`config.mk`:
```
export PLATFORM = sky130hd
export DESIGN_NAME = kcu_div
export DESIGN_NICKNAME = d
export VERILOG_FILES = /design/src/design/kcu_pkg.sv /design/src/design/kcu_div.sv
export SDC_FILE = /design/constraint.sdc
export NUM_CORES = 1
export LEC_CHECK = 0
export BUFFER_PORTS_ARGS = -buffer_cell sky130_fd_sc_hd__buf_2
export CAP_MARGIN = 20
export CORE_ASPECT_RATIO = 0.5
export CORE_UTILIZATION = 55
export DETAILED_ROUTE_END_ITERATION = 10
export MAX_ROUTING_LAYER = met4
export PLACE_DENSITY = 0.78
export SLEW_MARGIN = 20
export SYNTH_ARGS = -nofsm -noshare
export SYNTH_HDL_FRONTEND = slang
export SYNTH_SLANG_ARGS = --single-unit
```
`constraint.sdc`:
```
create_clock -name clk -period 9.2 [get_ports clk]
set_input_delay 0.46 -clock clk [delete_from_list [all_inputs] [get_ports clk]]
set_output_delay 0.46 -clock clk [all_outputs]
set_load 0.01 [all_outputs]
```
`src/design/kcu_pkg.sv`:
```
// Package for the k-means centroid update core: field widths, command and
// register codes, divider job and result types. No dependencies.
`default_nettype none

package kcu_pkg;

    localparam int KCU_MAX_CLUSTERS   = 16;
    localparam int KCU_MAX_DIMENSIONS = 16;

    localparam int IDX_W   = 4;   // cluster and coordinate index fields
    localparam int VALUE_W = 32;  // Q16.16 coordinate and mean
    localparam int SUM_W   = 52;  // per-dimension running sum
    localparam int COUNT_W = 20;  // per-cluster point count
    localparam int CFG_W   = 5;   // configuration register width
    localparam int STEP_W  = $clog2(SUM_W);

    localparam logic [COUNT_W-1:0] COUNT_MAX = {COUNT_W{1'b1}};
    localparam logic signed [SUM_W-1:0] SUM_MAX = {1'b0, {(SUM_W-1){1'b1}}};
    localparam logic signed [SUM_W-1:0] SUM_MIN = {1'b1, {(SUM_W-1){1'b0}}};
    localparam logic signed [VALUE_W-1:0] MEAN_MAX = {1'b0, {(VALUE_W-1){1'b1}}};
    localparam logic signed [VALUE_W-1:0] MEAN_MIN = {1'b1, {(VALUE_W-1){1'b0}}};

    // Commands carried in tuser
    localparam logic CMD_ACCUMULATE = 1'b0;
    localparam logic CMD_READ       = 1'b1;

    // Configuration register indexes
    localparam logic CFG_CLUSTERS   = 1'b0;
    localparam logic CFG_DIMENSIONS = 1'b1;

    typedef enum logic [1:0] {
        DIV_IDLE,
        DIV_RUN,
        DIV_DONE
    } div_state_t;

    typedef struct packed {
        logic [IDX_W-1:0]        cluster;
        logic [IDX_W-1:0]        coord;
        logic signed [SUM_W-1:0] sum;
        logic [COUNT_W-1:0]      count;
        logic                    empty;
    } kcu_job_t;

    typedef struct packed {
        logic [IDX_W-1:0]          cluster;
        logic [IDX_W-1:0]          coord;
        logic signed [VALUE_W-1:0] mean;
        logic                      empty;
    } kcu_result_t;

endpackage

`default_nettype wire

```
`src/design/kcu_div.sv`:
```
// Radix-2 restoring divider for the mean: signed sum over unsigned count,
// truncated toward zero and clamped to 32 bits. Depends on kcu_pkg.
`default_nettype none

module kcu_div (
    input  wire logic                 clk,
    input  wire logic                 rst_n,
    input  wire logic                 start,
    input  wire kcu_pkg::kcu_job_t    job,
    output logic                      idle,
    output logic                      res_valid,
    input  wire logic                 res_ready,
    output kcu_pkg::kcu_result_t      res
);

    import kcu_pkg::*;

    div_state_t             state_reg, state_next;
    logic [STEP_W-1:0]      step_reg, step_next;
    logic [COUNT_W-1:0]     rem_reg, rem_next;
    logic [SUM_W-1:0]       quo_reg, quo_next;
    logic [COUNT_W-1:0]     divisor_reg, divisor_next;
    logic                   neg_reg, neg_next;
    logic                   empty_reg, empty_next;
    logic [IDX_W-1:0]       cluster_reg, cluster_next;
    logic [IDX_W-1:0]       coord_reg, coord_next;

    logic [COUNT_W:0]       shifted;
    logic [COUNT_W:0]       diff;
    logic                   fits;
    logic [SUM_W-1:0]       sum_mag;
    logic                   ovf_pos;
    logic                   ovf_neg;

    assign shifted = {rem_reg, quo_reg[SUM_W-1]};
    assign diff    = shifted - {1'b0, divisor_reg};
    assign fits    = shifted >= {1'b0, divisor_reg};
    assign sum_mag = job.sum[SUM_W-1] ? (~job.sum + SUM_W'(1)) : job.sum;

    always_comb
    begin
        state_next   = state_reg;
        step_next    = step_reg;
        rem_next     = rem_reg;
        quo_next     = quo_reg;
        divisor_next = divisor_reg;
        neg_next     = neg_reg;
        empty_next   = empty_reg;
        cluster_next = cluster_reg;
        coord_next   = coord_reg;

        unique case (state_reg)
            DIV_IDLE:
            begin
                if (start)
                begin
                    cluster_next = job.cluster;
                    coord_next   = job.coord;
                    empty_next   = job.empty;
                    divisor_next = job.count;
                    neg_next     = job.sum[SUM_W-1] & ~job.empty;
                    rem_next     = '0;
                    step_next    = '0;
                    quo_next     = job.empty ? '0 : sum_mag;
                    state_next   = job.empty ? DIV_DONE : DIV_RUN;
                end
            end
            DIV_RUN:
            begin
                // one quotient bit per cycle, MSB first
                rem_next  = fits ? diff[COUNT_W-1:0] : shifted[COUNT_W-1:0];
                quo_next  = {quo_reg[SUM_W-2:0], fits};
                step_next = step_reg + STEP_W'(1);
                if (step_reg == STEP_W'(SUM_W - 1))
                begin
                    state_next = DIV_DONE;
                end
            end
            DIV_DONE:
            begin
                if (res_ready)
                begin
                    state_next = DIV_IDLE;
                end
            end
            default:
            begin
                state_next = DIV_IDLE;
            end
        endcase
    end

    always_ff @(posedge clk or negedge rst_n)
    begin
        if (!rst_n)
        begin
            state_reg <= DIV_IDLE;
            step_reg  <= '0;
        end
        else
        begin
            state_reg <= state_next;
            step_reg  <= step_next;
        end
    end

    always_ff @(posedge clk)
    begin
        rem_reg     <= rem_next;
        quo_reg     <= quo_next;
        divisor_reg <= divisor_next;
        neg_reg     <= neg_next;
        empty_reg   <= empty_next;
        cluster_reg <= cluster_next;
        coord_reg   <= coord_next;
    end

    // Clamp the magnitude into the 32-bit signed range
    assign ovf_pos = |quo_reg[SUM_W-1:VALUE_W-1];
    assign ovf_neg = (|quo_reg[SUM_W-1:VALUE_W])
                   | (quo_reg[VALUE_W-1] & (|quo_reg[VALUE_W-2:0]));

    always_comb
    begin
        res.cluster = cluster_reg;
        res.coord   = coord_reg;
        res.empty   = empty_reg;
        if (neg_reg)
        begin
            res.mean = ovf_neg ? MEAN_MIN : -signed'(quo_reg[VALUE_W-1:0]);
        end
        else
        begin
            res.mean = ovf_pos ? MEAN_MAX : signed'(quo_reg[VALUE_W-1:0]);
        end
    end

    assign idle      = (state_reg == DIV_IDLE);
    assign res_valid = (state_reg == DIV_DONE);

endmodule

`default_nettype wire

```
# Word-level counts from Yosys, hierarchy flattened
# Index checks and enable logic that the tools add are counted.
[totals]
register_bits = 110
input_bits = 85
out_inout_bits = 43
word_cells = 50
[classes]
n_addsub = 4
order_cmp = 1
n_eq_ne = 6
mux = 17
bitwise = 5
reduce_logical = 8
[ops]
columns = ["cell", "n"]
rows = [
  ["$mux W52", 3],
  ["$pmux W52 S2", 1],
  ["$mux W32", 3],
  ["$add A52 B2 Y52 const B", 1],
  ["$not A52 Y52", 1],
  ["$mux W20", 2],
  ["$pmux W20 S2", 1],
  ["$neg A32 Y32", 1],
  ["$reduce_or A31 Y1", 1],
  ["$ge A21 B20 Y1", 1],
  ["$reduce_or A21 Y1", 1],
  ["$reduce_or A20 Y1", 1],
  ["$sub A20 B20 Y20", 1],
  ["$pmux W6 S2", 1],
  ["$mux W2", 4],
  ["$add A6 B1 Y6 const B", 1],
  ["$eq A6 B6 Y1 const B", 1],
  ["$mux W6", 1],
  ["$pmux W2 S3", 1],
  ["$ne A2 B2 Y1 const B", 2],
  ["$reduce_and A2 Y1", 2],
  ["$reduce_and A3 Y1", 1],
  ["$and A1 B1 Y1", 2],
  ["$eq A2 B1 Y1 const B", 1],
  ["other kinds (6)", 6],
]

# Longest topological paths before layout
# Gate-level depths: netlist (run 1).
[depth]
ltp_word = 6
mapped_depth = 12

# Worst setup path after synthesis (run 1)
# OpenSTA, ideal clock, no wires.
[synth_path]
kind = "register -> output"
from = "register quo_reg[0]"
to = "output res[20] (netlist name)"
arrival_ns = 2.763
t_required_ns = 8.740
setup_slack_ns = 5.977
stages_incl_launch_ff = 13
path_buffers = 3
cell_sequence = "edfxtp_1 inv_1 ha_1 or3b_1 buf_2 nor4_4 nand2_2 or3_1 a21o_1 and2_1 buf_6 buf_6 a311oi_2"
[synth_rtl]
columns = ["item", "line_no", "rtl"]
rows = [
  ["start, declared", "kcu_div.sv:21", "logic [SUM_W-1:0] quo_reg, quo_next;"],
  ["start signal, assigned", "kcu_div.sv:110", "quo_reg <= quo_next;"],
  ["end, declared", "kcu_div.sv:13", "output kcu_pkg::kcu_result_t res"],
]

==> flow_summary.ini, run 1 <==
[outcome]
status = complete, no violations

[cts]
ctsRootBufferMaster = clkbuf_16
clkSinkCount = 110
cts_tree = yes
clk_latency_ns = 0.36
cts_buffers = 9
path_clk_slew_ns = 0.07
h-tree-depth = 3
cts.path.max_buffers = 2
ctsResizeCount = 0

[timing]
maxSlewHeadroom_pct = 41.6
fin_skew_ns = 0.0164
fmax_ghz = 0.243
fin_setup_tns_ns = 0
worst_pin_slew_ns = 0.876
hold_violations = 0
fin_crit_sh_pct = 44.7
rsz0062_at_grt = false
drv_slew = 0
period_needed_ns = 4.11
finalSetupViolations = 0

[die]
die_area_um2 = 14300
start_util_pct = 58.1
die_y_um = 85.1
die_x_um = 168
coreArea_um2 = 13100
pin_count = 128
rows = 29

[critical_path]
path_class = register to output pin
critPathMaxFanout = 26
arrival_ns = 3.65
crit_start = quo_reg[0]
r2r-start = rem_reg[13]
max_stage_delay_ns = 0.48
crit_buf_inv = 3
cp-endpoint = res[15]
cp-start-kind = register
cpMaxStageDelayCell = or3b_1
end_kind = output pin
r2r-end = rem_reg[6]
crit_family = simple AND/OR/NAND/NOR gates
rr_worst_depth = 9
worstPathRequired_ns = 8.74
crit_cells = 11
ff2ff_setup_slack_ns = 5.87
crit_chain = inv_1 > ha_1 > or3b_1 > nor4_4 > nand2_2 > or3_1 > a21o_1 > and2_1 > buf_4 > a311oi_1 > buf_2

[pwr]
internal_power_mw = 1.51
powerDensity_nw_per_um2 = 306
combPwrFrac_pct = 46.6
p_leak_nw = 3.41
seqPwrFrac_pct = 38.9
max-vdd-ir-drop_v = 0.000126
power.share.clock_pct = 14.5
swShare_pct = 42.9
p_sw_mw = 1.13

[yosys]
synth_top_area_share_pct = 40.3
synth-seq-cells = 110
yosys.cell_types.count = 57
netlist_top_cells_count = 103 x nand2_1, 102 x edfxtp_1, 86 x nor2_1
synthTopCellsByArea = edfxtp_1 40%, xor2_1 6.1%, o21ai_0 5.6%
synth_area_um2 = 7590
seq_area_frac_synth_pct = 43.0
dominantRegCellSynth = edfxtp_1
yosysMostFrequentCell = nand2_1
synth_cells = 838
ys_warn_count = 0
yosysTopAreaCell = edfxtp_1
synth_nets = 947
async_reset_ff_share_pct = 7.27
avgSynthCellArea_um2 = 9.06
synth_edf_count = 102

[cells_and_area]
fillers = 1097
stdcell_area_um2 = 8630
insertedDiodeCount = 0
multi_input_area_um2 = 4030
seq_area_um2 = 3260
largest_register_ffs = 52
drive_gt1_share_pct = 18.5
nets = 1052
syn2layout_area_growth_pct = 13.7

[global_routing]
grt.overflow.total = 0
grt_max_degree = 63
antenna_found_initial = 0
grt_pass1_wl_mm = 30.6
grt_pass1_vias = 6354
grt_util_all_layers_pct = 27.5

[route]
ant_nets = 0
routed.top_layer = met4
met3_length_mm = 1.37
wl_met2_mm = 8.70
drt_first_iter_violations = 613
dr.pass1.iters = 5
wl_per_cell_um = 16.9
m1WireLength_mm = 8.53
routed_wl_mm = 18.9
vias = 6837
drc = 0
vias_per_cell = 6.12

[placed_design]
io_buffers = 127
gp_routability_congestion = 0.939
hpwl_mm = 13.4
postPlaceCellArea_um2 = 8340

[min_path]
hold_path.class = primary input to register

[flow_run]
drv_cap = 0
worst reg2reg max path, delay by kind of cell (launching register included):
family	cells	cell delay [ns]
adders and majority gates	1	0.46
DFF	1	0.42
and+or+nand+nor	4	0.82
muxes	1	0.24
AOI/OAI and AO/OA	2	0.78
buffers and inverters	1	0.36
repair_timing:
| action | in CTS | in global routing |
|---|---|---|
| setup endpoints to repair | 0 | 0 |
| hold endpoints to repair | 8 | 0 |
| hold buffers | 1 | 0 |
| setup buffers | 0 | 0 |
area by class of cell:
| cell class | count | area share (%) |
|---|---|---|
| Inverter | 34 | 1.48 |
| Multi-Input combinational cell | 651 | 46.7 |
| Clock inverter | 7 | 0.725 |
| Sequential cell | 110 | 37.8 |
| Tap cell | 170 | 2.46 |
| Timing Repair Buffer | 137 | 8.26 |
| Clock buffer | 9 | 2.61 |
cell usage in the layout, fill, tap and decap left out, types with 5 or more instances in the layout:
master / count
o31ai_1: 16
a21o_1: 6
buf_4: 9
xor2_1: 53
buf_2: 127
o21a_1: 8
nor4_1: 15
o21bai_1: 5
a31oi_1: 14
a21oi_1: 36
or3_1: 21
nor3_1: 17
a311oi_1: 9
clkbuf_16: 9
a211oi_1: 5
or2_2: 6
nor2b_1: 6
nand3_1: 17
nand2_1: 103
dfrtp_1: 8
inv_1: 33
and3_1: 6
edfxtp_1: 102
mux2i_1: 11
xnor2_1: 10
o21ai_0: 85
ha_1: 23
or4_1: 9
o41ai_1: 9
a311oi_2: 7
nand2b_1: 5
o22ai_1: 20
nand4_1: 6
nor2_1: 86
worst min-delay path by stage:
stage                       start             end  slack, ns  depth (start not counted)
after floorplan             rst_n    state_reg[0]       0.16                          0
after global placement      rst_n    state_reg[0]       0.31                          1
after detailed placement    rst_n    state_reg[0]       0.31                          1
after CTS                 job[73]    coord_reg[0]       0.27                          1
after global routing      job[73]    coord_reg[0]       0.26                          1
final                      job[3]  divisor_reg[2]       0.28                          1
metal layers:
metal  track usage (%)  vias up
li1                  -     3321
met1              36.3     3214
met4              9.26        0
met2              42.8      266
met5                 -        -
met3              5.32       36
power by group through the flow:
| stage | registers [mW] | logic, mW | clock network (mW) |
|---|---|---|---|
| finish | 1.03 | 1.23 | 0.384 |
| global route | 1.05 | 1.36 | 0.409 |
| CTS | 1.02 | 1.22 | 0.390 |
| detailed placement | 1.03 | 1.21 | 0 |
| global placement | 1.02 | 1.18 | 0 |
| floorplan | 0.979 | 0.918 | 0 |
stage by stage:
stage          utilization [%]  std cells  worst slack [ns]  hold WS [ns]  power, mW
2_1_floorplan                -        838              5.98         0.164       1.90
3_3_place_gp              63.8       1101              5.61         0.309       2.20
3_5_place_dp              63.8       1101              5.49         0.311       2.25
4_1_cts                   66.1       1118              5.11         0.272       2.63
5_1_grt                   66.1       1118              4.89         0.264       2.82
6_report                  66.1       1118              5.09         0.282       2.64
cell families (layout without fill, tap and decap cells):
logic type	count (synthesis)	after routing	synth area share, %
mux	13	13	1.75
flops	110	110	43.0
compound gates	237	237	20.0
simple gates	314	314	19.7
fa+ha+maj	24	24	4.05
buf+inv	77	187	4.20
xor+xnor	63	63	7.27
(Power assumes the default switching activity.)
==> inputs of run 2 (changes only) <==
==> constraint.sdc (replaced) <==
create_clock -name clk -period 3.8 [get_ports clk]
set_input_delay 0.19 -clock clk [delete_from_list [all_inputs] [get_ports clk]]
set_output_delay 0.19 -clock clk [all_outputs]
set_load 0.01 [all_outputs]
==> flow_summary.ini, run 2 (synthesis gave the netlist of run 1 again) <==
[pwr]
internal_power_mw = 3.76
seqPwrFrac_pct = 38.1
p_leak_nw = 3.46
power.share.clock_pct = 15.1
powerDensity_nw_per_um2 = 742
swShare_pct = 42.1
max-vdd-ir-drop_v = 0.000353
combPwrFrac_pct = 46.7
p_sw_mw = 2.73

[min_path]
hold_path.class = primary input to register

[timing]
maxSlewHeadroom_pct = 43.6
worst_pin_slew_ns = 0.846
fin_hold_ws_ns = 0.0117
fin_skew_ns = 0.0154
drv_slew = 0
fin_setup_tns_ns = 0
fmax_ghz = 0.278
hold_violations = 0
finalSetupViolations = 0
fin_crit_sh_pct = 94.5
rsz0062_at_grt = false
period_needed_ns = 3.59

[die]
die_y_um = 85.1
die_x_um = 168
coreArea_um2 = 13100
rows = 29
die_area_um2 = 14300
pin_count = 128
start_util_pct = 58.1

[critical_path]
critPathMaxFanout = 17
max_stage_delay_ns = 0.62
end_kind = output pin
crit_family = simple AND/OR/NAND/NOR gates
cp-start-kind = register
cpMaxStageDelayCell = or4_1
arrival_ns = 3.40
crit_buf_inv = 2
crit_chain = or4_1 > nor4_4 > nand2_2 > or3_1 > a21o_1 > and2_4 > buf_4 > a311oi_2 > buf_2
path_class = register to output pin
worstPathRequired_ns = 3.61

[cells_and_area]
layout_commonest_cell = buf_2
fin_util_pct = 66.9
stdcell_area_um2 = 8740
syn2layout_area_growth_pct = 15.0
layout_common_cells = 127 x buf_2, 103 x nand2_1, 102 x edfxtp_1
largest_register_ffs = 52
nets = 1061
drive_gt1_share_pct = 19.4
insertedDiodeCount = 0

[cts]
clkSinkCount = 110
h-tree-depth = 3
cts.path.max_buffers = 2
cts_tree = yes
clk_latency_ns = 0.36
ctsRootBufferMaster = clkbuf_16
path_clk_slew_ns = 0.07
cts_buffers = 9

[route]
ant_nets = 0
drc = 0
drt_first_iter_violations = 536
vias = 6862
routed_wl_mm = 18.8
wl_per_cell_um = 16.7
vias_per_cell = 6.09
dr.pass1.iters = 6

[placed_design]
io_buffers = 127
gp_routability_congestion = 0.920
hpwl_mm = 13.4
postPlaceCellArea_um2 = 8410

[flow_run]
drv_cap = 0

[global_routing]
grt_max_degree = 54
antenna_found_initial = 0
grt_pass1_wl_mm = 30.7
grt_util_all_layers_pct = 27.6
grt.overflow.total = 0
grt_pass1_vias = 6323

[outcome]
status = complete, no violations
[run 2: metal layers]
metal	share of wire, %	track usage, %	vias to the layer above
li1	-	-	3329
met5	0	-	-
met1	46	36.6	3252
met3	6.7	5.27	23
met2	46	44.2	258
met4	1.2	6.20	0
[run 2: final timing paths]
kind	startpoint	end	slack, ns	cells after the start
setup reg to reg	rem_reg[12]	rem_reg[2]	0.53	9
hold reg to reg	step_reg[5]	step_reg[5]	0.52	1
setup / recovery	quo_reg[9]	res[23]	0.21	9
hold / removal	job[14]	divisor_reg[13]	0.01	1
min in group asynchronous	rst_n	step_reg[0]	0.23	2
max in group asynchronous	rst_n	step_reg[5]	3.40	2
[run 2: area by class of cell]
cell class	count	area [µm²]
well taps	170	213
repair buffers	146	793
clock inverters	7	81.3
inverters	34	128
clock buffers	9	225
flip-flops and latches	110	3260
fillers	1101	4330
multi-input cells	651	4030
[run 2: what timing repair did]
item	in CTS	in global routing
setup endpoints to repair	19	14
buffers inserted	1	0
endpoints found under the hold margin	8	0
resized for setup	1	2
hold buffers	1	0
pin swaps	1	0
[run 2: through the flow]
stage                     std cells  setup slack, ns  power [mW]
after CTS                      1127           0.0472        6.47
after global placement         1109            0.327        5.37
after detailed placement       1109            0.171        5.46
after global routing           1127           0.0145        6.95
after floorplan                 838            0.847        4.59
final                          1127            0.209        6.49
[run 2: power by group through the flow]
stage	clock (mW)	sequential [mW]	combinational (mW)
floorplan	0	2.37	2.22
global placement	0	2.46	2.91
detailed placement	0	2.48	2.98
CTS	0.998	2.46	3.01
global route	1.04	2.54	3.37
finish	0.981	2.47	3.03
[run 2: worst reg2reg max path, delay by kind of cell (launching register included)]
kind                       cells  cell delay (ns)
AOI/OAI and AO/OA              2             0.72
adders and majority gates      1             0.48
buffers and inverters          1             0.30
DFF                            1             0.41
muxes                          1             0.25
and+or+nand+nor                4             0.86
