==> src/design/kcu_ram.sv <==
// Simple dual-port synchronous RAM, one write and one registered read port.
// Used for the sum and count stores of the centroid update core.
`default_nettype none

module kcu_ram #(
    parameter int WIDTH = 8,
    parameter int DEPTH = 16
) (
    input  wire logic                     clk,
    input  wire logic                     we,
    input  wire logic [$clog2(DEPTH)-1:0] waddr,
    input  wire logic [WIDTH-1:0]         wdata,
    input  wire logic [$clog2(DEPTH)-1:0] raddr,
    output logic      [WIDTH-1:0]         rdata
);

    logic [WIDTH-1:0] mem [DEPTH];

    always_ff @(posedge clk)
    begin
        if (we)
        begin
            mem[waddr] <= wdata;
        end
    end

    // Read returns the old contents on a same-address write
    always_ff @(posedge clk)
    begin
        rdata <= mem[raddr];
    end

endmodule

`default_nettype wire

==> config.mk <==
export PLATFORM = sky130hd
export DESIGN_NAME = kcu_ram
export DESIGN_NICKNAME = d
export VERILOG_FILES = /design/src/design/kcu_ram.sv
export SDC_FILE = /design/constraint.sdc
export NUM_CORES = 1
export LEC_CHECK = 0
export ABC_CLOCK_PERIOD_IN_PS = 2000
export BUFFER_PORTS_ARGS = -buffer_cell sky130_fd_sc_hd__buf_2
export CAP_MARGIN = 10
export CORE_MARGIN = 10
export CORE_UTILIZATION = 40
export DETAILED_ROUTE_END_ITERATION = 8
export MAX_ROUTING_LAYER = met4
export PLACE_DENSITY = 0.6
export SLEW_MARGIN = 20
export SYNTH_ARGS = -nofsm -noshare
export SYNTH_HDL_FRONTEND = slang
export SYNTH_SLANG_ARGS = --single-unit
==> constraint.sdc <==
create_clock -name clk -period 2 [get_ports clk]
set_input_delay 0.3 -clock clk [delete_from_list [all_inputs] [get_ports clk]]
set_output_delay 0.3 -clock clk [all_outputs]
set_load 0.005 [all_outputs]
# After elaboration in Yosys (flattened, before gate mapping)
# Memories as Yosys holds them, arrays and structs flattened. A register that Yosys moved wholly into a read port is not among the register bits.
# Cells that the tools add are included.
# op_classes
muxes,2
# ops
op,count
2-to-1 mux 1 bit,2
# word_totals
output_inout_bits,8
ff_bits,0
ramBits,128
n_memories,1
in_bits,18
wordCells,3
# memory_table
memory,depth,width,read_ports,rd_ports_with_merged_regs,wr,line_no,text
mem,16,8,1,1,1,17,logic [WIDTH-1:0] mem [DEPTH];

# Depth between registers and ports, before layout
# Gate-level depths: netlist (run 1).
# depth
word_depth,2
depth_mapped,5
ltp_nobuf,3

# Worst setup path after synthesis (run 1)
# OpenSTA, ideal clock, no wires.
# synth_timing
path_kind,input to register
from,input waddr[2]
to,memory mem[0][0] (enable)
slack_ns,0.207
t_arrival_ns,1.410
setup_ns,0.383
path_buffers,0
cell_stages,2
t_required_ns,1.617
path_cell_list,or3b_2 -> nor3_1
# synth_rtl
item,line_no,text
start: declaration,11,"input wire logic [$clog2(DEPTH)-1:0] waddr,"
end: declaration,17,
# No word-level cell before the write port.

==> reports/qor.yml, run 1 <==
drt:
  dr_total_vias: 2397
  firstDrtPassIters: 4
  dr.first_iter.drc_count: 199
  detail_route.vias_per_cell: 5.111
  postRouteAntennaNets: 0
  route.detailed.drc: 0
  avgRoutedWirePerCell_um: 20.62
  routed_wirelength_um: 9670
worst_setup_path:
  timing.critical_path.arrival_ns: 1.62
  setup.worst_path.start: "mem[5][3]"
  worstSetupStartpointType: "flip-flop"
  critPathCaptureType: "flip-flop"
  maximum_fanout_along_the_worst_path: 1
  worst_path_max_stage_delay_ns: 0.56
  timing.rr.start: "mem[5][3]"
  worst_path_max_delay_cell: "mux4_1"
  critical_path_required_ns: 2.29
  critPathKind: "reg -> reg"
  timing.critical_path.cells: "mux4_1, a22oi_1, nand2_1"
yosys:
  synth_largest_area_cell: "edfxtp_1"
  synth_edf_count: 128
  yosys_register_bits: 136
  synthesis.area_um2: 5147
  synth_nets: 247
  synth.most_common_cell: "edfxtp_1"
  top_post_synthesis_cells_by_area: "edfxtp_1 (75%), mux4_2 (7.9%), mux4_1 (7.1%), dfxtp_1 (3.1%), a22oi_1 (2.3%)"
  post-synth-top-area-fraction: 0.7467
  ys_async_sr_fraction: 0
  synthesis.instances: 229
  synth_area_per_cell_um2: 22.48
  synth.yosys.seq_area_share: 0.7778
  synthFlopType: "edfxtp_1"
  yosys.cell_types.count: 19
  synth_warnings: 0
  synth.top_cells.by_count: "edfxtp_1 (128), mux4_2 (18), a22oi_1 (16)"
grt:
  overflow: 0
  wire_length_of_the_first_global_routing_pass_um: 15150
  number_of_global_route_vias_before_repair: 2508
  globalRouteTotalUtil: 0.1174
  number_of_antenna_violations_at_the_first_check_in_global_routing: 0
  grt_max_degree: 33
clock_network:
  ctsHtreeMaxLevel: 4
  ctsResizeCount: 0
  cts_setup_buffers: 0
  clk_transition_reported_paths_ns: 0.05
  cts_sinks: 136
  clock_latency_ns: 0.40
  cts_hold_buf: 0
  root_driver: "clkbuf_16"
  tritoncts: "built"
  cts_inserted_buffers: 17
  cts.path.max_buffers: 2
finish:
  multi_input_area_um2: 1057
  area.sequential_um2: 4004
  ant_diodes: 0
  final.fill_count: 1062
  num-nets-final: 302
  syn_to_final_growth_pct: 19.59
  drive_above_1_share: 0.3030
place:
  place_hpwl_um: 6331
  port_buffers: 25
  finalWeightedCongestion: 0.7337
floorplan:
  die_w_um: 133.4
  die_footprint_um2: 17810
  boundaryPins: 26
  die_height_um: 133.4
  floorplan.core_area_um2: 12620
  fp-row-count: 41
  floorplan.initialDensity: 0.4079
min_path:
  worst_hold_path_type: "in -> reg"
  min-delay-start: "wdata[1]"
status:
  status: "completed"
sta:
  skew_ns: 0.005125
  final_number_of_max_transition_violations: 0
  setup_total_negative_slack_ns: 0
  unrepaired_setup_endpoints_after_global_routing: "false"
  timing.final.crit_share: 0.6658
  hold_viol: 0
  min_period_ns: 1.332
  timing.final.setup_violations: 0
  slew_headroom: 0.7301
  tightest_slew_ns: 0.4040
  achievable-frequency_ghz: 0.7510
power:
  report.power.total_mw: 6.484
  power_per_cell_area_nw_per_um2: 1053
  ir_worst_vdd_mv: 0.5525
  total_leakage_power_nw: 2.087
flow_run:
  maxCapViolCount: 0
==> area by class of cell <==
type,instances,area share
flip-flops and latches,136,0.6504
clock inverters,10,0.02073
repair buffers,46,0.05000
clock buffers,22,0.07215
multi-input cells,83,0.1717
well taps,172,0.03496
==> worst paths after layout <==
| kind | cells past startpoint | slack, ns | to |
|---|---|---|---|
| setup / recovery | 3 | 0.67 | rdata[3] |
| hold / removal | 1 | 0.29 | mem[1][1] |
| setup reg to reg | 3 | 0.67 | rdata[3] |
| hold reg to reg | 3 | 0.67 | rdata[4] |
==> flip-flops by register name, indices dropped and copies added (netlist names) <==
| signal | flops |
|---|---|
| rdata | 8 |
| mem | 128 |
==> cell families after synthesis <==
kind of cell    after synthesis  share of synthesized area
buf+inv                      10                    0.01677
simple gates                 35                    0.03184
compound gates               16                    0.02334
mux                          32                     0.1502
flops                       136                     0.7778
==> metrics by stage <==
stage	hold WS [ns]	worst slack, ns	util	instances	cell area (um^2)
after global placement	0.6484	0.2626	0.4425	437	5584
after CTS	0.2736	0.6500	0.4878	469	6156
after floorplan	0.3989	0.2071	-	229	5147
after detailed placement	0.6679	0.2620	0.4425	437	5584
after global routing	0.2877	0.5635	0.4878	469	6156
final	0.2881	0.6685	0.4878	469	6156
==> cell usage in the layout (no fill, tap or decap) <==
master      netlist  routed
nor3_1            4       4
dfxtp_1           8       8
buf_2             3      25
and2b_1           1       1
nand2b_1          2       2
clkinvlp_4        0       2
clkinv_1          0       2
or3b_2            1       1
mux4_1           14      14
nand3b_1          2       2
buf_4             1      19
bufinv_16         0       3
and2_1            1       1
clkbuf_1          0       5
nand3_1           1       1
clkbuf_16         0      17
nor2_1           13      13
mux4_2           18      18
clkinv_2          0       3
buf_12            0       2
nand2_1           9       9
edfxtp_1        128     128
nor2b_1           1       1
a22oi_1          16      16
==> power breakdown <==
part	total, mW	internal, mW	switching [mW]
Clock	2.98	1.94	1.04
Sequential	3.21	3.19	0.0169
Combinational	0.294	0.131	0.164
==> worst max-delay path: cells and delay by family, from the launching register on <==
kind               cells  cell delay, ns
DFF                    1            0.35
muxes                  1            0.56
AOI/OAI and AO/OA      1            0.24
and+or+nand+nor        1            0.08
==> per-layer routing <==
metal,track usage,wire [um]
met5,-,0
met4,0.05079,110
met3,0.03233,337
met1,0.1504,4459
met2,0.1724,4762
No activity file was read; power rests on OpenSTA's default activity.
==> run 2: changes to the inputs <==
- ABC_AREA: unset -> 1
- ABC_CLOCK_PERIOD_IN_PS: 2000 -> 1350
- clock period: 2 -> 1.35 ns (I/O delays scaled with it)
==> reports/qor.yml, run 2 <==
floorplan:
  boundaryPins: 26  # unchanged
  die_w_um: 140.1  # was 133.4 um
  die_footprint_um2: 19620  # was 17810 um^2
  floorplan.initialDensity: 0.4123  # was 0.4079
  floorplan.core_area_um2: 13990  # was 12620 um^2
  fp-row-count: 43  # was 41
  die_height_um: 140.1  # was 133.4 um
drt:
  firstDrtPassIters: 5  # was 4
  top_layer: "met4"  # unchanged
  detailroute.wirelength.met3_um: 752  # was 337 um
  met2WireLength_um: 6211  # was 4762 um
  dr.first_iter.drc_count: 366  # was 199
  avgRoutedWirePerCell_um: 16.69  # was 20.62 um
  dr_total_vias: 3896  # was 2397
  detail_route.vias_per_cell: 4.932  # was 5.111
  routed_wirelength_um: 13180  # was 9670 um
  wl_met1_um: 5842  # was 4459 um
  postRouteAntennaNets: 0  # unchanged
  route.detailed.drc: 0  # unchanged
clock_network:
  ctsResizeCount: 0  # unchanged
  cts_inserted_buffers: 17  # unchanged
  cts_hold_buf: 0  # unchanged
  clock_latency_ns: 0.42  # was 0.40 ns
  cts_sinks: 136  # unchanged
  root_driver: "clkbuf_16"  # unchanged
  tritoncts: "built"  # unchanged
  clk_transition_reported_paths_ns: 0.06  # was 0.05 ns
  cts_setup_buffers: 0  # unchanged
  ctsHtreeMaxLevel: 4  # unchanged
  cts.path.max_buffers: 2  # unchanged
finish:
  layout_commonest_cell: "nand2_1"  # was edfxtp_1
  syn_to_final_growth_pct: 17.36  # was 19.59%
  num-nets-final: 615  # was 302
  reg.largest.list: "mem: 128 flops, rdata: 8 flops"  # unchanged
  drive_above_1_share: 0.1344  # was 0.3030
  ant_diodes: 0  # unchanged
  instances_no_fill: 790  # was 469
  largest_register: "mem"  # unchanged
  postLayoutCoreUtil: 0.4838  # was 0.4878
  layout.cells.most_common_list: "nand2_1 (173), edfxtp_1 (128), inv_1 (100)"  # was edfxtp_1 (128), buf_2 (25), buf_4 (19)
  largest_reg_flops: 128  # unchanged
  final.fill_count: 1274  # was 1062
worst_setup_path:
  maximum_fanout_along_the_worst_path: 1  # unchanged
  timing.critical_path.cells: "buf_2"  # was mux4_1, a22oi_1, nand2_1
  critPathKind: "reg -> out"  # was reg -> reg
  worst_path_max_delay_cell: "dfxtp_1"  # was mux4_1
  cp_delay_by_family_top: "flip-flops"  # was multiplexers
  timing.reg2reg.worst_path_depth: 6  # was 3
  cp.buffers_inverters: 1  # was 0
  critical_path_required_ns: 1.15  # was 2.29 ns
  worst-r2r-setup-slack_ns: 0.32  # was 0.67 ns
  cp_num_cells: 1  # was 3
  worstSetupStartpointType: "flip-flop"  # unchanged
  timing.critical_path.arrival_ns: 0.91  # was 1.62 ns
  critPathCaptureType: "output pin"  # was flip-flop
  worst_path_max_stage_delay_ns: 0.36  # was 0.56 ns
power:
  p_seq_frac: 0.491  # was 0.494
  internal_power_mw: 7.604  # was 5.262 mW
  switching_power_mw: 2.063  # was 1.222 mW
  netSwitchingFraction: 0.2134  # was 0.1885
  ir_worst_vdd_mv: 0.8755  # was 0.5525 mV
  total_leakage_power_nw: 2.953  # was 2.087 nW
  combinational_group_share_of_total_power: 0.062  # was 0.045
  pwr-share-clk: 0.447  # was 0.460
  power_per_cell_area_nw_per_um2: 1428  # was 1053 nW/um^2
yosys:
  synth.top_cells.by_count: "nand2_1 (173), edfxtp_1 (128), inv_1 (100)"  # was edfxtp_1 (128), mux4_2 (18), a22oi_1 (16)
  post-synth-top-area-fraction: 0.6665  # was 0.7467
  ys_async_sr_fraction: 0  # unchanged
  synth_edf_count: 128  # unchanged
  synth_nets: 569  # was 247
  yosys.cell_types.count: 12  # was 19
  synthFlopType: "edfxtp_1"  # unchanged
  synth_largest_area_cell: "edfxtp_1"  # unchanged
  synth.yosys.seq_area_share: 0.6943  # was 0.7778
  top_post_synthesis_cells_by_area: "edfxtp_1 (67%), nand2_1 (11%), nand3_1 (8.4%), inv_1 (6.5%), dfxtp_1 (2.8%)"  # was edfxtp_1 (75%), mux4_2 (7.9%), mux4_1 (7.1%), dfxtp_1 (3.1%), a22oi_1 (2.3%)
  synthesis.instances: 551  # was 229
  synth_area_per_cell_um2: 10.47  # was 22.48 um^2
  synthesis.area_um2: 5767  # was 5147 um^2
  synth.most_common_cell: "nand2_1"  # was edfxtp_1
  yosys_register_bits: 136  # unchanged
  synth_warnings: 0  # unchanged
grt:
  grt_max_degree: 65  # was 33
  overflow: 0  # unchanged
  globalRouteTotalUtil: 0.1401  # was 0.1174
  number_of_antenna_violations_at_the_first_check_in_global_routing: 0  # unchanged
  number_of_global_route_vias_before_repair: 3685  # was 2508
  wire_length_of_the_first_global_routing_pass_um: 20480  # was 15150 um
sta:
  tightest_slew_ns: 0.3848  # was 0.4040 ns
  timing.final.setup_violations: 0  # unchanged
  final_number_of_max_transition_violations: 0  # unchanged
  slew_headroom: 0.7435  # was 0.7301
  min_period_ns: 1.112
  hold-worst-slack_ns: 0.1367  # was 0.2881 ns
  skew_ns: 0.003946  # was 0.005125 ns
  achievable-frequency_ghz: 0.8995
  setup_total_negative_slack_ns: 0  # unchanged
  unrepaired_setup_endpoints_after_global_routing: "false"  # unchanged
  timing.final.crit_share: 0.8235
  hold_viol: 0  # unchanged
place:
  placed_cells: 758  # was 437
  port_buffers: 25  # unchanged
  finalWeightedCongestion: 0.8193  # was 0.7337
  place_hpwl_um: 8323  # was 6331 um
flow_run:
  maxCapViolCount: 0  # unchanged
status:
  status: "completed"  # unchanged
min_path:
  hold-path-cell-count: 3  # was 1
  worst_hold_path_type: "in -> reg"  # unchanged
-- run 2: changes by cell type after synthesis, moves of 4 or more --
cell,delta
nand2_1,+164
inv_1,+100
nand3_1,+96
mux4_2,-18
a22oi_1,-16
mux4_1,-14
buf_2,+10
nor2_1,+4
nor3_1,-4
-- run 2: cell type report --
type / count / area, um^2 / area share
timing repair buffer: 51 / 382.9 / 0.05657
clock inverter: 10 / 75.07 / 0.01109
sequential: 136 / 4004 / 0.5916
tap: 180 / 225.2 / 0.03328
clock buffer: 22 / 484.2 / 0.07155
inverter: 102 / 382.9 / 0.05657
multi-input combinational: 289 / 1214 / 0.1793
-- run 2: path summary, 6_finish.rpt --
path                                 start       end
worst max register to register   mem[7][5]  rdata[5]
worst min register to register  mem[13][5]  rdata[5]
worst max-delay path              rdata[7]  rdata[7]
worst min-delay path              raddr[3]  rdata[3]
-- run 2: stage by stage --
| stage | instance area [um^2] | setup slack (ns) | total power [mW] |
|---|---|---|---|
| after floorplan | 5767 | 0.1967 | 5.167 |
| after global placement | 6208 | 0.06498 | 5.428 |
| after detailed placement | 6208 | 0.06540 | 5.440 |
| after CTS | 6768 | 0.2022 | 9.754 |
| after global routing | 6768 | 0.1965 | 10.01 |
| final | 6768 | 0.2383 | 9.667 |
-- run 2: cells by family (layout without fill, tap and decap cells) --
kind of cell           count (synthesis)  in the layout  share of synthesized area
AND/OR/NAND/NOR                      289            289                     0.2105
flip-flops                           136            136                     0.6943
buffers and inverters                126            185                    0.09525
-- run 2: power groups by stage --
stage          Clock (mW)  Sequential (mW)  Combinational (mW)
2_1_floorplan           0             4.83               0.333
3_3_place_gp            0             4.84               0.591
3_5_place_dp            0             4.84               0.602
4_1_cts              4.40             4.75               0.604
5_1_grt              4.59             4.76               0.663
6_report             4.32             4.75               0.598
-- run 2: worst reg2reg max path, stage by stage (launching register included) --
cell	delay [ns]
edfxtp_1	0.37
inv_1	0.08
nand2_1	0.05
nand3_1	0.09
nand3_1	0.10
nand3_1	0.17
nand2_1	0.07
-- run 2: layer usage --
metal | vias to the layer above | GRT usage
met4 | 0 | 0.07011
li1 | 1869 | -
met1 | 1870 | 0.1771
met2 | 131 | 0.2094
met5 | - | -
met3 | 26 | 0.02941
==> run 3: changes to the inputs <==
- ABC_CLOCK_PERIOD_IN_PS: 1350 -> 1150
- clock period: 1.35 -> 1.15 ns (I/O delays scaled with it)
==> reports/qor.yml, run 3 (same netlist as run 2, synthesis figures left out) <==
status:
  status: "completed"  # unchanged
grt:
  global_routing_met1_resource_utilization: 0.1817  # was 0.1771
  number_of_antenna_violations_at_the_first_check_in_global_routing: 0  # unchanged
  grt_util_met2: 0.2197  # was 0.2094
  overflow: 0  # unchanged
  globalRouteTotalUtil: 0.1435  # was 0.1401
  grt_max_degree: 42  # was 65
  wire_length_of_the_first_global_routing_pass_um: 21180  # was 20480 um
  number_of_global_route_vias_before_repair: 3763  # was 3685
  grt_use_met3: 0.03347  # was 0.02941
  top_usage_layer: "met2"  # unchanged
worst_setup_path:
  critical_path_required_ns: 0.98  # was 1.15 ns
  maximum_fanout_along_the_worst_path: 1  # unchanged
  worstSetupStartpointType: "flip-flop"  # unchanged
  cp.buffers_inverters: 1  # unchanged
  worst-r2r-setup-slack_ns: 0.12  # was 0.32 ns
  timing.reg2reg.worst_path_depth: 6  # unchanged
  crit_end: "rdata[7]"  # unchanged
  critPathCaptureType: "output pin"  # unchanged
  timing.rr.start: "mem[1][2]"  # was mem[7][5]
  setup.worst_path.start: "rdata[7]"  # unchanged
  cp_num_cells: 1  # unchanged
  crit_reg_reg_endpoint: "rdata[2]"  # was rdata[5]
  critPathKind: "reg -> out"  # unchanged
  cp_delay_by_family_top: "flip-flops"  # unchanged
  worst_path_max_stage_delay_ns: 0.35  # was 0.36 ns
  worst_path_max_delay_cell: "dfxtp_1"  # unchanged
  timing.critical_path.arrival_ns: 0.89  # was 0.91 ns
  timing.critical_path.cells: "buf_2"  # unchanged
floorplan:
  die_w_um: 140.1  # unchanged
  floorplan.initialDensity: 0.4123  # unchanged
  fp-row-count: 43  # unchanged
  die_height_um: 140.1  # unchanged
  boundaryPins: 26  # unchanged
  floorplan.core_area_um2: 13990  # unchanged
  die_footprint_um2: 19620  # unchanged
drt:
  route.detailed.drc: 0  # unchanged
  dr.first_iter.drc_count: 375  # was 366
  firstDrtPassIters: 5  # unchanged
  routed_wirelength_um: 13130  # was 13180 um
  detail_route.vias_per_cell: 4.820  # was 4.932
  avgRoutedWirePerCell_um: 16.54  # was 16.69 um
  postRouteAntennaNets: 0  # unchanged
  dr_total_vias: 3827  # was 3896
sta:
  final_number_of_max_transition_violations: 0  # unchanged
  timing.final.crit_share: 0.9205
  skew_ns: 0.003995  # was 0.003946 ns
  min_period_ns: 1.059
  hold-worst-slack_ns: 0.1148  # was 0.1367 ns
  timing.final.setup_violations: 0  # unchanged
  final.setup.worst_slack_ns: 0.09138  # was 0.2383 ns
  slew_headroom: 0.7192  # was 0.7435
  unrepaired_setup_endpoints_after_global_routing: "false"  # unchanged
  achievable-frequency_ghz: 0.9446
  tightest_slew_ns: 0.4211  # was 0.3848 ns
  hold_viol: 0  # unchanged
place:
  port_buffers: 25  # unchanged
  dp_slack_ns: -0.1167  # was 0.06540 ns
  place_hpwl_um: 8329  # was 8323 um
  finalWeightedCongestion: 0.8212  # was 0.8193
  dpl_cell_area_um2: 6251  # was 6208 um^2
finish:
  multi_input_area_um2: 1214  # unchanged
  final.fill_count: 1284  # was 1274
  largest_reg_flops: 128  # unchanged
  postLayoutCellArea_um2: 6862  # was 6768 um^2
  drive_above_1_share: 0.1384  # was 0.1344
  layout.cells.most_common_list: "nand2_1 (173), edfxtp_1 (128), inv_1 (100)"  # unchanged
  syn_to_final_growth_pct: 18.98  # was 17.36%
  largest_register: "mem"  # unchanged
  ant_diodes: 0  # unchanged
  num-nets-final: 619  # was 615
  area.sequential_um2: 4004  # unchanged
  reg.largest.list: "mem: 128 flops, rdata: 8 flops"  # unchanged
  layout_commonest_cell: "nand2_1"  # unchanged
clock_network:
  cts_sinks: 136  # unchanged
  clk_transition_reported_paths_ns: 0.06  # about the same
  root_driver: "clkbuf_16"  # unchanged
  ctsHtreeMaxLevel: 4  # unchanged
  ctsResizeCount: 0  # unchanged
  clock_latency_ns: 0.42  # about the same
  cts_setup_buffers: 0  # unchanged
  cts_hold_buf: 0  # unchanged
  tritoncts: "built"  # unchanged
  cts.path.max_buffers: 2  # unchanged
  cts_inserted_buffers: 17  # unchanged
flow_run:
  maxCapViolCount: 0  # unchanged
power:
  ir_worst_vdd_mv: 0.8516  # was 0.8755 mV
  total_leakage_power_nw: 2.985  # was 2.953 nW
  power_per_cell_area_nw_per_um2: 1729  # was 1428 nW/um^2
min_path:
  worst_hold_path_type: "in -> reg"  # unchanged
[run 3: metal layers]
metal	share of wire	vias up
li1	-	1877
met1	0.45	1792
met2	0.47	145
met3	0.067	13
met4	0.013	0
met5	0	-
[run 3: through the flow]
stage                     TNS [ns]  total power [mW]    util  std cells
after floorplan                  0             6.065       -        551
after global placement     -0.7112             6.392  0.4469        762
after detailed placement    -1.573             6.403  0.4469        762
after CTS                        0             11.93  0.4905        794
after global routing             0             12.25  0.4905        794
final                            0             11.86  0.4905        794
[run 3: worst min-delay path by stage]
stage                        start   endpoint  slack, ns  cells after the start
after floorplan           wdata[0]  mem[0][0]       0.27                      0
after global placement    raddr[3]   rdata[0]       0.54                      3
after detailed placement  raddr[3]   rdata[0]       0.54                      3
after CTS                 raddr[3]   rdata[0]        0.1                      3
after global routing      raddr[3]   rdata[0]       0.12                      3
final                     raddr[3]   rdata[1]       0.11                      3
[run 3: cell type report]
cell class                 count  share of cell area
timing repair buffer          55             0.06200
clock buffer                  18             0.06255
tap                          180             0.03282
inverter                     102             0.05580
clock inverter                14             0.02644
multi-input combinational    289              0.1769
sequential                   136              0.5835
[run 3: report_power, final]
group          internal [mW]  leakage (nW)  switching, mW
logic                  0.241          1.47          0.484
clock network           3.60         0.288           1.97
registers               5.54          1.22         0.0287
[run 3: worst register-to-register path: cells and delay by family, from the launching register on]
kind / cells / cell delay, ns
buffers and inverters: 1 / 0.06
AND/OR/NAND/NOR: 5 / 0.50
flip-flops: 1 / 0.35
